File: src/hdl/sbf_pkg.sv
// Package: result record type and fixed field widths of the subset-sum search.
`timescale 1ns / 1ps

package sbf_pkg;

    // fixed port field widths
    localparam int INDEX_W = 4;
    localparam int LIMIT_W = 20;
    localparam int IN_W    = 16;

    // one result beat
    typedef struct packed {
        logic [INDEX_W-1:0] item_index;
        logic [LIMIT_W-1:0] best_sum;
        logic               none_chosen;
        logic               too_many;
        logic               last_result;
    } result_t;

endpackage

File: src/hdl/sbf_ram.sv
// Single-port-write, single-port-read synchronous RAM with registered read data.
`timescale 1ns / 1ps

module sbf_ram #(
    parameter int DEPTH = 16,
    parameter int WIDTH = 16
) (
    input  logic                                  clk,
    input  logic                                  we,
    input  logic [((DEPTH > 1) ? $clog2(DEPTH) : 1)-1:0] waddr,
    input  logic [WIDTH-1:0]                      wdata,
    input  logic [((DEPTH > 1) ? $clog2(DEPTH) : 1)-1:0] raddr,
    output logic [WIDTH-1:0]                      rdata
);

    logic [WIDTH-1:0] mem [DEPTH];
    logic [WIDTH-1:0] rdata_reg;

    // write port and registered read port
    always_ff @(posedge clk)
    begin
        if (we)
        begin
            mem[waddr] <= wdata;
        end
        rdata_reg <= mem[raddr];
    end

    assign rdata = rdata_reg;

endmodule

File: src/hdl/sbf_out.sv
// Output register stage: holds one result beat until the sink takes it.
`timescale 1ns / 1ps

module sbf_out (
    input  logic             clk,
    input  logic             rst_n,
    input  logic             load,
    input  sbf_pkg::result_t rec,
    input  logic             out_stall,
    output logic             out_valid,
    output sbf_pkg::result_t rec_out,
    output logic             free
);

    logic             valid_reg;
    logic             valid_next;
    sbf_pkg::result_t rec_reg;

    // slot is free when empty or being drained this cycle
    assign free       = !valid_reg || !out_stall;
    assign valid_next = load ? 1'b1 : (valid_reg && out_stall);

    always_ff @(posedge clk or negedge rst_n)
    begin
        if (!rst_n)
        begin
            valid_reg <= 1'b0;
        end
        else
        begin
            valid_reg <= valid_next;
        end
    end

    // payload
    always_ff @(posedge clk)
    begin
        if (load)
        begin
            rec_reg <= rec;
        end
    end

    assign out_valid = valid_reg;
    assign rec_out   = rec_reg;

endmodule

File: src/hdl/subset_sum_best_fit_search.sv
// Subset-sum best-fit search: top level with load, sort, bound and search sequencer.
// Weights load at one beat per cycle into a weight RAM; the beat with last_item
// starts a run and the input stalls until the run's last result beat is queued.
// A run over the stored weights ranks them into a sorted RAM (one weight RAM
// read per compare), then runs the largest-first bound scan and the search,
// which walks every nonempty subset as a bit mask and sums it with one weight
// RAM read per item. Results then leave at up to one beat per cycle, one per
// chosen item in ascending index order, or a single none_chosen beat.
// Weights beyond MAX_ITEMS are dropped and reported on too_many.
`timescale 1ns / 1ps

module subset_sum_best_fit_search #(
    parameter int MAX_ITEMS   = 16,
    parameter int WEIGHT_BITS = 16
) (
    input  logic                         clk,
    input  logic                         rst_n,
    input  logic                         mass_limit_we,
    input  logic [sbf_pkg::LIMIT_W-1:0]  mass_limit,
    input  logic                         in_valid,
    output logic                         in_stall,
    input  logic [sbf_pkg::IN_W-1:0]     weight,
    input  logic                         last_item,
    output logic                         out_valid,
    input  logic                         out_stall,
    output logic [sbf_pkg::INDEX_W-1:0]  item_index,
    output logic [sbf_pkg::LIMIT_W-1:0]  best_sum,
    output logic                         none_chosen,
    output logic                         too_many,
    output logic                         last_result
);

    localparam int IDX_W  = (MAX_ITEMS > 1) ? $clog2(MAX_ITEMS) : 1;
    localparam int CNT_W  = $clog2(MAX_ITEMS + 1);
    localparam int RAW_W  = WEIGHT_BITS + CNT_W;
    localparam int SUM_W  = (RAW_W > sbf_pkg::LIMIT_W) ? RAW_W : sbf_pkg::LIMIT_W;
    localparam int MASK_W = MAX_ITEMS;

    localparam logic [2:0] S_LOAD = 3'd0;
    localparam logic [2:0] S_RK_A = 3'd1;
    localparam logic [2:0] S_RK_B = 3'd2;
    localparam logic [2:0] S_RK_C = 3'd3;
    localparam logic [2:0] S_LOW  = 3'd4;
    localparam logic [2:0] S_SRCH = 3'd5;
    localparam logic [2:0] S_OUT  = 3'd6;

    // registers
    logic [2:0]                 state_reg, state_next;
    logic [CNT_W-1:0]           cnt_reg, cnt_next;
    logic                       drop_reg, drop_next;
    logic [CNT_W-1:0]           n_reg, n_next;
    logic                       drop_run_reg, drop_run_next;
    logic [sbf_pkg::LIMIT_W-1:0] limit_reg;
    logic [CNT_W-1:0]           i_reg, i_next;
    logic [CNT_W-1:0]           j_reg, j_next;
    logic [WEIGHT_BITS-1:0]     wi_reg, wi_next;
    logic [CNT_W-1:0]           rank_reg, rank_next;
    logic                       p_valid_reg, p_valid_next;
    logic [IDX_W-1:0]           p_j_reg, p_j_next;
    logic [SUM_W-1:0]           acc_reg, acc_next;
    logic [CNT_W-1:0]           pop_reg, pop_next;
    logic [CNT_W-1:0]           lower_reg, lower_next;
    logic [MASK_W-1:0]          mask_reg, mask_next;
    logic [MASK_W-1:0]          best_mask_reg, best_mask_next;
    logic [SUM_W-1:0]           best_sum_reg, best_sum_next;
    logic [CNT_W-1:0]           best_pop_reg, best_pop_next;
    logic                       found_reg, found_next;
    logic [IDX_W-1:0]           o_idx_reg, o_idx_next;
    logic [MASK_W-1:0]          rem_reg, rem_next;

    // datapath
    logic                       in_acc;
    logic                       item_we;
    logic [IDX_W-1:0]           item_raddr;
    logic [WEIGHT_BITS-1:0]     item_rdata;
    logic                       sort_we;
    logic [IDX_W-1:0]           sort_raddr;
    logic [WEIGHT_BITS-1:0]     sort_rdata;
    logic                       issue;
    logic                       hit;
    logic [CNT_W-1:0]           rank_inc;
    logic [IDX_W-1:0]           last_j;
    logic [SUM_W-1:0]           limit_ext;
    logic [SUM_W-1:0]           low_try;
    logic                       mbit;
    logic [SUM_W-1:0]           sum_fin;
    logic [CNT_W-1:0]           pop_fin;
    logic                       better;
    logic [MASK_W:0]            one_sh;
    logic [MASK_W-1:0]          full_mask;
    logic [MASK_W-1:0]          rem_clr;
    logic                       out_load;
    logic                       out_free;
    sbf_pkg::result_t           out_rec;
    sbf_pkg::result_t           rec_q;

    // bit reverse so that a larger value means earlier in lexicographic order
    function automatic logic [MASK_W-1:0] rev_mask(input logic [MASK_W-1:0] m);
        logic [MASK_W-1:0] r;
        for (int b = 0; b < MASK_W; b++)
        begin
            r[b] = m[MASK_W-1-b];
        end
        return r;
    endfunction

    sbf_ram #(.DEPTH(MAX_ITEMS), .WIDTH(WEIGHT_BITS)) u_item_ram (
        .clk   (clk),
        .we    (item_we),
        .waddr (cnt_reg[IDX_W-1:0]),
        .wdata (WEIGHT_BITS'(weight)),
        .raddr (item_raddr),
        .rdata (item_rdata)
    );

    sbf_ram #(.DEPTH(MAX_ITEMS), .WIDTH(WEIGHT_BITS)) u_sort_ram (
        .clk   (clk),
        .we    (sort_we),
        .waddr (rank_inc[IDX_W-1:0]),
        .wdata (wi_reg),
        .raddr (sort_raddr),
        .rdata (sort_rdata)
    );

    sbf_out u_out (
        .clk       (clk),
        .rst_n     (rst_n),
        .load      (out_load),
        .rec       (out_rec),
        .out_stall (out_stall),
        .out_valid (out_valid),
        .rec_out   (rec_q),
        .free      (out_free)
    );

    assign item_index  = rec_q.item_index;
    assign best_sum    = rec_q.best_sum;
    assign none_chosen = rec_q.none_chosen;
    assign too_many    = rec_q.too_many;
    assign last_result = rec_q.last_result;

    // input side
    assign in_stall = (state_reg != S_LOAD);
    assign in_acc   = in_valid && !in_stall;
    assign item_we  = in_acc && (cnt_reg < CNT_W'(MAX_ITEMS));

    // read scheduling and compare datapath
    assign last_j    = IDX_W'(n_reg - CNT_W'(1));
    assign limit_ext = SUM_W'(limit_reg);
    assign item_raddr = (state_reg == S_RK_A) ? i_reg[IDX_W-1:0] : j_reg[IDX_W-1:0];
    assign sort_raddr = IDX_W'(j_reg - CNT_W'(1));

    always_comb
    begin
        case (state_reg)
            S_RK_C, S_SRCH: issue = (j_reg < n_reg);
            S_LOW:          issue = (j_reg != '0);
            default:        issue = 1'b0;
        endcase
    end

    assign hit = (item_rdata < wi_reg) ||
                 ((item_rdata == wi_reg) && (CNT_W'(p_j_reg) < i_reg));
    assign rank_inc = rank_reg + CNT_W'(hit);
    assign sort_we  = (state_reg == S_RK_C) && p_valid_reg && (p_j_reg == last_j);

    assign low_try = acc_reg + SUM_W'(sort_rdata);
    assign mbit    = mask_reg[p_j_reg];
    assign sum_fin = acc_reg + (mbit ? SUM_W'(item_rdata) : '0);
    assign pop_fin = pop_reg + CNT_W'(mbit);

    // candidate ordering: larger sum, then fewer items, then lexicographically first
    assign better = (pop_fin >= lower_reg) && (sum_fin <= limit_ext) &&
                    (sum_fin != '0) &&
                    ((sum_fin > best_sum_reg) ||
                     ((sum_fin == best_sum_reg) &&
                      ((pop_fin < best_pop_reg) ||
                       ((pop_fin == best_pop_reg) &&
                        (rev_mask(mask_reg) > rev_mask(best_mask_reg))))));

    assign one_sh    = (MASK_W + 1)'(1) << n_reg;
    assign full_mask = MASK_W'(one_sh - (MASK_W + 1)'(1));
    assign rem_clr   = rem_reg & ~(MASK_W'(1) << o_idx_reg);

    // sequencer
    always_comb
    begin
        state_next     = state_reg;
        cnt_next       = cnt_reg;
        drop_next      = drop_reg;
        n_next         = n_reg;
        drop_run_next  = drop_run_reg;
        i_next         = i_reg;
        j_next         = j_reg;
        wi_next        = wi_reg;
        rank_next      = rank_reg;
        p_valid_next   = issue;
        p_j_next       = (state_reg == S_LOW) ? sort_raddr : j_reg[IDX_W-1:0];
        acc_next       = acc_reg;
        pop_next       = pop_reg;
        lower_next     = lower_reg;
        mask_next      = mask_reg;
        best_mask_next = best_mask_reg;
        best_sum_next  = best_sum_reg;
        best_pop_next  = best_pop_reg;
        found_next     = found_reg;
        o_idx_next     = o_idx_reg;
        rem_next       = rem_reg;
        out_load       = 1'b0;
        out_rec        = '0;

        case (state_reg)
            S_LOAD:
            begin
                if (in_acc)
                begin
                    if (item_we)
                    begin
                        cnt_next = cnt_reg + CNT_W'(1);
                    end
                    else
                    begin
                        drop_next = 1'b1;
                    end
                    if (last_item)
                    begin
                        n_next         = item_we ? (cnt_reg + CNT_W'(1)) : cnt_reg;
                        drop_run_next  = drop_reg || !item_we;
                        cnt_next       = '0;
                        drop_next      = 1'b0;
                        i_next         = '0;
                        best_mask_next = '0;
                        best_sum_next  = '0;
                        best_pop_next  = '0;
                        found_next     = 1'b0;
                        state_next     = S_RK_A;
                    end
                end
            end

            S_RK_A:
            begin
                state_next = S_RK_B;
            end

            S_RK_B:
            begin
                wi_next    = item_rdata;
                j_next     = '0;
                rank_next  = '0;
                state_next = S_RK_C;
            end

            // count smaller weights (ties by index) to find this weight's slot
            S_RK_C:
            begin
                if (issue)
                begin
                    j_next = j_reg + CNT_W'(1);
                end
                if (p_valid_reg)
                begin
                    rank_next = rank_inc;
                    if (p_j_reg == last_j)
                    begin
                        i_next = i_reg + CNT_W'(1);
                        if (i_reg + CNT_W'(1) == n_reg)
                        begin
                            j_next     = n_reg;
                            acc_next   = '0;
                            pop_next   = '0;
                            state_next = S_LOW;
                        end
                        else
                        begin
                            state_next = S_RK_A;
                        end
                    end
                end
            end

            // greedy largest-first count gives the smallest size tried
            S_LOW:
            begin
                if (issue)
                begin
                    j_next = j_reg - CNT_W'(1);
                end
                if (p_valid_reg)
                begin
                    if (low_try <= limit_ext)
                    begin
                        acc_next = low_try;
                        pop_next = pop_reg + CNT_W'(1);
                    end
                    if (p_j_reg == '0)
                    begin
                        if (low_try <= limit_ext)
                        begin
                            lower_next = pop_reg + CNT_W'(1);
                        end
                        else
                        begin
                            lower_next = (pop_reg == '0) ? CNT_W'(1) : pop_reg;
                        end
                        mask_next  = MASK_W'(1);
                        j_next     = '0;
                        acc_next   = '0;
                        pop_next   = '0;
                        state_next = S_SRCH;
                    end
                end
            end

            // sum one subset per pass, keep the best
            S_SRCH:
            begin
                if (issue)
                begin
                    j_next = j_reg + CNT_W'(1);
                end
                if (p_valid_reg)
                begin
                    acc_next = sum_fin;
                    pop_next = pop_fin;
                    if (p_j_reg == last_j)
                    begin
                        if (better)
                        begin
                            best_mask_next = mask_reg;
                            best_sum_next  = sum_fin;
                            best_pop_next  = pop_fin;
                            found_next     = 1'b1;
                        end
                        j_next   = '0;
                        acc_next = '0;
                        pop_next = '0;
                        if (mask_reg == full_mask)
                        begin
                            rem_next   = better ? mask_reg : best_mask_reg;
                            o_idx_next = '0;
                            state_next = S_OUT;
                        end
                        else
                        begin
                            mask_next = mask_reg + MASK_W'(1);
                        end
                    end
                end
            end

            // one beat per chosen item, ascending index, or a single none_chosen beat
            S_OUT:
            begin
                if (!found_reg)
                begin
                    if (out_free)
                    begin
                        out_load            = 1'b1;
                        out_rec.none_chosen = 1'b1;
                        out_rec.too_many    = drop_run_reg;
                        out_rec.last_result = 1'b1;
                        state_next          = S_LOAD;
                    end
                end
                else if (!rem_reg[o_idx_reg])
                begin
                    o_idx_next = o_idx_reg + IDX_W'(1);
                end
                else if (out_free)
                begin
                    out_load            = 1'b1;
                    out_rec.item_index  = sbf_pkg::INDEX_W'(o_idx_reg);
                    out_rec.best_sum    = sbf_pkg::LIMIT_W'(best_sum_reg);
                    out_rec.too_many    = drop_run_reg;
                    out_rec.last_result = (rem_clr == '0);
                    rem_next            = rem_clr;
                    o_idx_next          = o_idx_reg + IDX_W'(1);
                    if (rem_clr == '0)
                    begin
                        state_next = S_LOAD;
                    end
                end
            end

            default:
            begin
                state_next = S_LOAD;
            end
        endcase
    end

    // control state
    always_ff @(posedge clk or negedge rst_n)
    begin
        if (!rst_n)
        begin
            state_reg   <= S_LOAD;
            cnt_reg     <= '0;
            drop_reg    <= 1'b0;
            limit_reg   <= '0;
            p_valid_reg <= 1'b0;
            found_reg   <= 1'b0;
        end
        else
        begin
            state_reg   <= state_next;
            cnt_reg     <= cnt_next;
            drop_reg    <= drop_next;
            p_valid_reg <= p_valid_next;
            found_reg   <= found_next;
            if (mass_limit_we)
            begin
                limit_reg <= mass_limit;
            end
        end
    end

    // working registers
    always_ff @(posedge clk)
    begin
        n_reg         <= n_next;
        drop_run_reg  <= drop_run_next;
        i_reg         <= i_next;
        j_reg         <= j_next;
        wi_reg        <= wi_next;
        rank_reg      <= rank_next;
        p_j_reg       <= p_j_next;
        acc_reg       <= acc_next;
        pop_reg       <= pop_next;
        lower_reg     <= lower_next;
        mask_reg      <= mask_next;
        best_mask_reg <= best_mask_next;
        best_sum_reg  <= best_sum_next;
        best_pop_reg  <= best_pop_next;
        o_idx_reg     <= o_idx_next;
        rem_reg       <= rem_next;
    end

    // checks
    a_out_from_emit: assert property (@(posedge clk) disable iff (!rst_n)
        $rose(out_valid) |-> $past(state_reg) == S_OUT)
        else $error("result beat appeared outside the emit phase");

    a_cnt_bound: assert property (@(posedge clk) disable iff (!rst_n)
        cnt_reg <= CNT_W'(MAX_ITEMS))
        else $error("stored item count exceeds capacity");

    a_best_fits: assert property (@(posedge clk) disable iff (!rst_n)
        (state_reg == S_OUT && found_reg) |-> (best_sum_reg <= limit_ext && best_sum_reg != '0))
        else $error("chosen sum violates the limit or is zero");

    a_mask_nonzero: assert property (@(posedge clk) disable iff (!rst_n)
        (state_reg == S_SRCH) |-> (mask_reg != '0))
        else $error("search mask is empty");

    a_stall_in_run: assert property (@(posedge clk) disable iff (!rst_n)
        (in_acc && last_item) |=> in_stall)
        else $error("input taken while a run starts");

endmodule

File: config.mk
export PLATFORM = sky130hd
export DESIGN_NAME = subset_sum_best_fit_search
export DESIGN_NICKNAME = d
export VERILOG_FILES = /design/src/hdl/sbf_pkg.sv /design/src/hdl/sbf_ram.sv /design/src/hdl/sbf_out.sv /design/src/hdl/subset_sum_best_fit_search.sv
export SDC_FILE = /design/constraint.sdc
export NUM_CORES = 1
export LEC_CHECK = 0
export BUFFER_PORTS_ARGS = -buffer_cell sky130_fd_sc_hd__buf_2
export CORE_UTILIZATION = 45
export CTS_CLUSTER_SIZE = 20
export DETAILED_ROUTE_END_ITERATION = 10
export PLACE_DENSITY = 0.69
export SETUP_SLACK_MARGIN = 0.2
export SLEW_MARGIN = 10
export SYNTH_ARGS = -nofsm -noshare
export SYNTH_HDL_FRONTEND = slang
export SYNTH_SLANG_ARGS = --single-unit
File: constraint.sdc
create_clock -name clk -period 8.5 [get_ports clk]
set_input_delay 1.7 -clock clk [delete_from_list [all_inputs] [get_ports clk]]
set_output_delay 1.7 -clock clk [all_outputs]
set_load 0.05 [all_outputs]
==> results.md <==
- Internal power: between 6 and 7 mW
- Grt total ovfl: 0
- Hold WS: ~0.51 ns
- CTS Buf Count: between 70 and 80
- Max Slew Vio Count: 0
- Synth Register Bits: around 750
- Switching share of power: 20.2%
- Worst-path fanout max: 26
- Sequential Power Share: 52.4%
- CTS Buffer Depth: 3
- Crit Path Class: reg -> reg
- Async SR Flop Fraction: 4.26%
- Net Switching: approximately 1.5 mW
- DP Cell Count: between 3000 and 4000
- Lkg Pwr: around 14 nW
- Max Fclk: 150 MHz
- Clock network fraction of total power: 46.5%
- TritonCTS clock tree: yes
- Die width: approximately 280 microns
- Vias: 23000
- GRT Util Overall: 21.5%
- Core box area: slightly below 80000 sq um
- Nets: 2995
- DR iter-0 viols: between 2000 and 2500
- Fin. Hold Viols: 0
- Cell Area, Synth: about 36000 sq um
- RSZ-0062 raised after global routing: no
- Die height: between 200 and 300 microns
- Worst Tran Pin Value: 1.15 ns
- Final period util: ~79%
- CP Capture Type: register
- Clock latency on the worst-skew pair: roughly 0.65 ns
- Clock root cell: clkbuf_16
- Routed wire length: between 80000 and 90000 microns
- Worst EP arrival: ~7 ns
- Initial antenna violation count: 7
- Worst-case reg-to-reg path depth: 21
- Maxcap violations: 0
- Routed Antenna Nets: 0
- Flop2flop setup slack: around 1.8 ns
- Comb pwr share: 1.1%
- Sink Count: between 700 and 800
- Share of cells above drive strength 1: around an eighth
- Pre-antenna DRT Iters: 6
- Syn_area_per_cell: around 13 sq um
- WP data required: 8.79 ns
- Yosys top cell area share: a little under three fifths
- Post-CTS sizing: 0
- Post-CTS Repair Setup Buffers: 0
- DP HPWL: between 50000 and 60000 microns
- Overall power: between 7 and 8 mW
- Nature of the critical path startpoint: register
- Min cycle time layout: between 6 and 7 ns
- Min-delay worst type: reg -> reg
- I/O pins: 71
- Final Util: roughly half
- Max H-tree Level: 3
- CTS clk-pin slew, worst paths: 0.06 ns
- Largest net degree at the start of global routing: 94
- Die area: between 80000 and 90000 sq um
- WL per Instance: about 23 microns
- Slew margin rel.: 23.4%
- Status: finished, final reports clean
- Routed vias/inst: approximately 5.9
- Final setup vio count: 0
- Setup Slack @ Placement: ~1.9 ns
- Placed instance area: 37400 sq um
- Post-synth EDFFs: around 700
- Slack of the critical path: approximately 1.8 ns
- Post-synth cell types: 89
- Site row count: just over 100
- Buffers on Ports: 70
- Synth top cells by count: 684 x edfxtp_1, 236 x nand2_1, 168 x ha_1, 144 x inv_1, 142 x nor2_1
- Gate Count Post-Synth: around 2700
- Design area: about 40000 sq um
- Placer Congestion: ~0.9
- Cts hold-fix bufs: 0
- PD cells: between 150 and 200 nW/um^2
- Synthesis Warnings: 0
- Setup TNS: 0 ns
- Starting Density: a little under half
- Worst hold stages: 2
- Cell taking the most area after synthesis: edfxtp_1
- First-pass GRT wire length: between 100000 and 150000 microns
- Most frequent cell after synthesis: edfxtp_1
- Final Skew: approximately 0.038 ns
- Post-synthesis sequential area ratio: between 60% and 70%
- Peak supply drop: slightly above 0.0002 V
- Vias in the first global route: roughly 23000
- DRC errors left: 0
- Syn Nets: 2934
- Post-synth top flop: edfxtp_1
- Area contributors post-synth: edfxtp_1 57%, ha_1 5.9%, mux4_2 5.6%, nand2_1 2.5%, dfrtp_1 2.2%
- Syn-to-layout area delta: 11.9%
- Final std cells w/o fill: a little under 4000
[critical path, cell delays in order (launching register included)]
cell,delay [ns]
edfxtp_1,0.59
mux4_2,0.55
mux4_2,0.65
and2_1,0.24
ha_1,0.39
a21o_1,0.27
a221oi_1,0.46
a21oi_1,0.13
a211oi_1,0.55
inv_1,0.15
ha_1,0.34
a21oi_1,0.14
o21ai_0,0.11
nor4_1,0.28
o211a_1,0.18
or3_1,0.15
o211ai_1,0.12
nor3_2,0.13
buf_4,0.28
nand2_2,0.09
o21ai_2,0.13
buf_4,0.35
[path summary, 6_finish.rpt]
kind	start	to
setup / recovery	mask_reg[7]	best_sum_reg[7]
hold / removal	drop_reg	drop_reg
setup reg to reg	mask_reg[7]	best_sum_reg[7]
hold reg to reg	drop_reg	drop_reg
max in group asynchronous	rst_n	cnt_reg[0]
min in group asynchronous	rst_n	u_out.out_valid
[final cells by class]
class	count	area [sq um]
fillers	6485	38800
well taps	1050	1310
flip-flops and latches	752	22100
clock buffers	96	2110
repair buffers	120	726
clock inverters	50	599
inverters	145	544
diodes	1	2.50
multi-input cells	1686	12800
[placed cells by master, fill, tap and decap left out, types with 34 or more instances in the layout]
cell type  instances
a211oi_1          90
a21o_1            41
a21oi_1          132
a311oi_1          34
a31oi_1           56
and2_1            99
buf_2             70
buf_4             50
clkbuf_16         80
dfxtp_1           36
edfxtp_1         684
ha_1             167
inv_1            144
mux4_2            90
nand2_1          236
nand3_1           46
nor2_1           142
o21ai_0          102
xnor2_1           58
xor2_1            39
[cell families after synthesis]
kind of cell | after synthesis | share of synthesized area (%)
AO/OA/AOI/OAI | 589 | 10.9
XOR/XNOR | 99 | 2.42
adder cells (fa/ha/maj) | 170 | 5.97
buffers and inverters | 284 | 3.13
flip-flops | 752 | 61.5
multiplexers | 100 | 5.94
AND/OR/NAND/NOR | 728 | 10.2
[layer usage]
| layer | track usage, % | vias to the layer above | routed length, microns |
|---|---|---|---|
| met2 | 35.9 | 861 | 42700 |
| li1 | - | 10500 | - |
| met4 | 7.86 | 12 | 2900 |
| met3 | 3.43 | 192 | 5600 |
| met5 | 0 | - | 79 |
| met1 | 28.4 | 11500 | 36500 |
[power groups by stage]
stage / combinational, mW / clock, mW / sequential, mW
finish: 0.0870 / 3.55 / 4.01
global route: 0.0977 / 3.74 / 4.00
CTS: 0.0872 / 3.60 / 4.01
detailed placement: 0.0867 / 0 / 4.08
global placement: 0.0807 / 0 / 4.08
floorplan: 0.0404 / 0 / 4.08
Note: power is estimated with default switching activity, not from simulation.
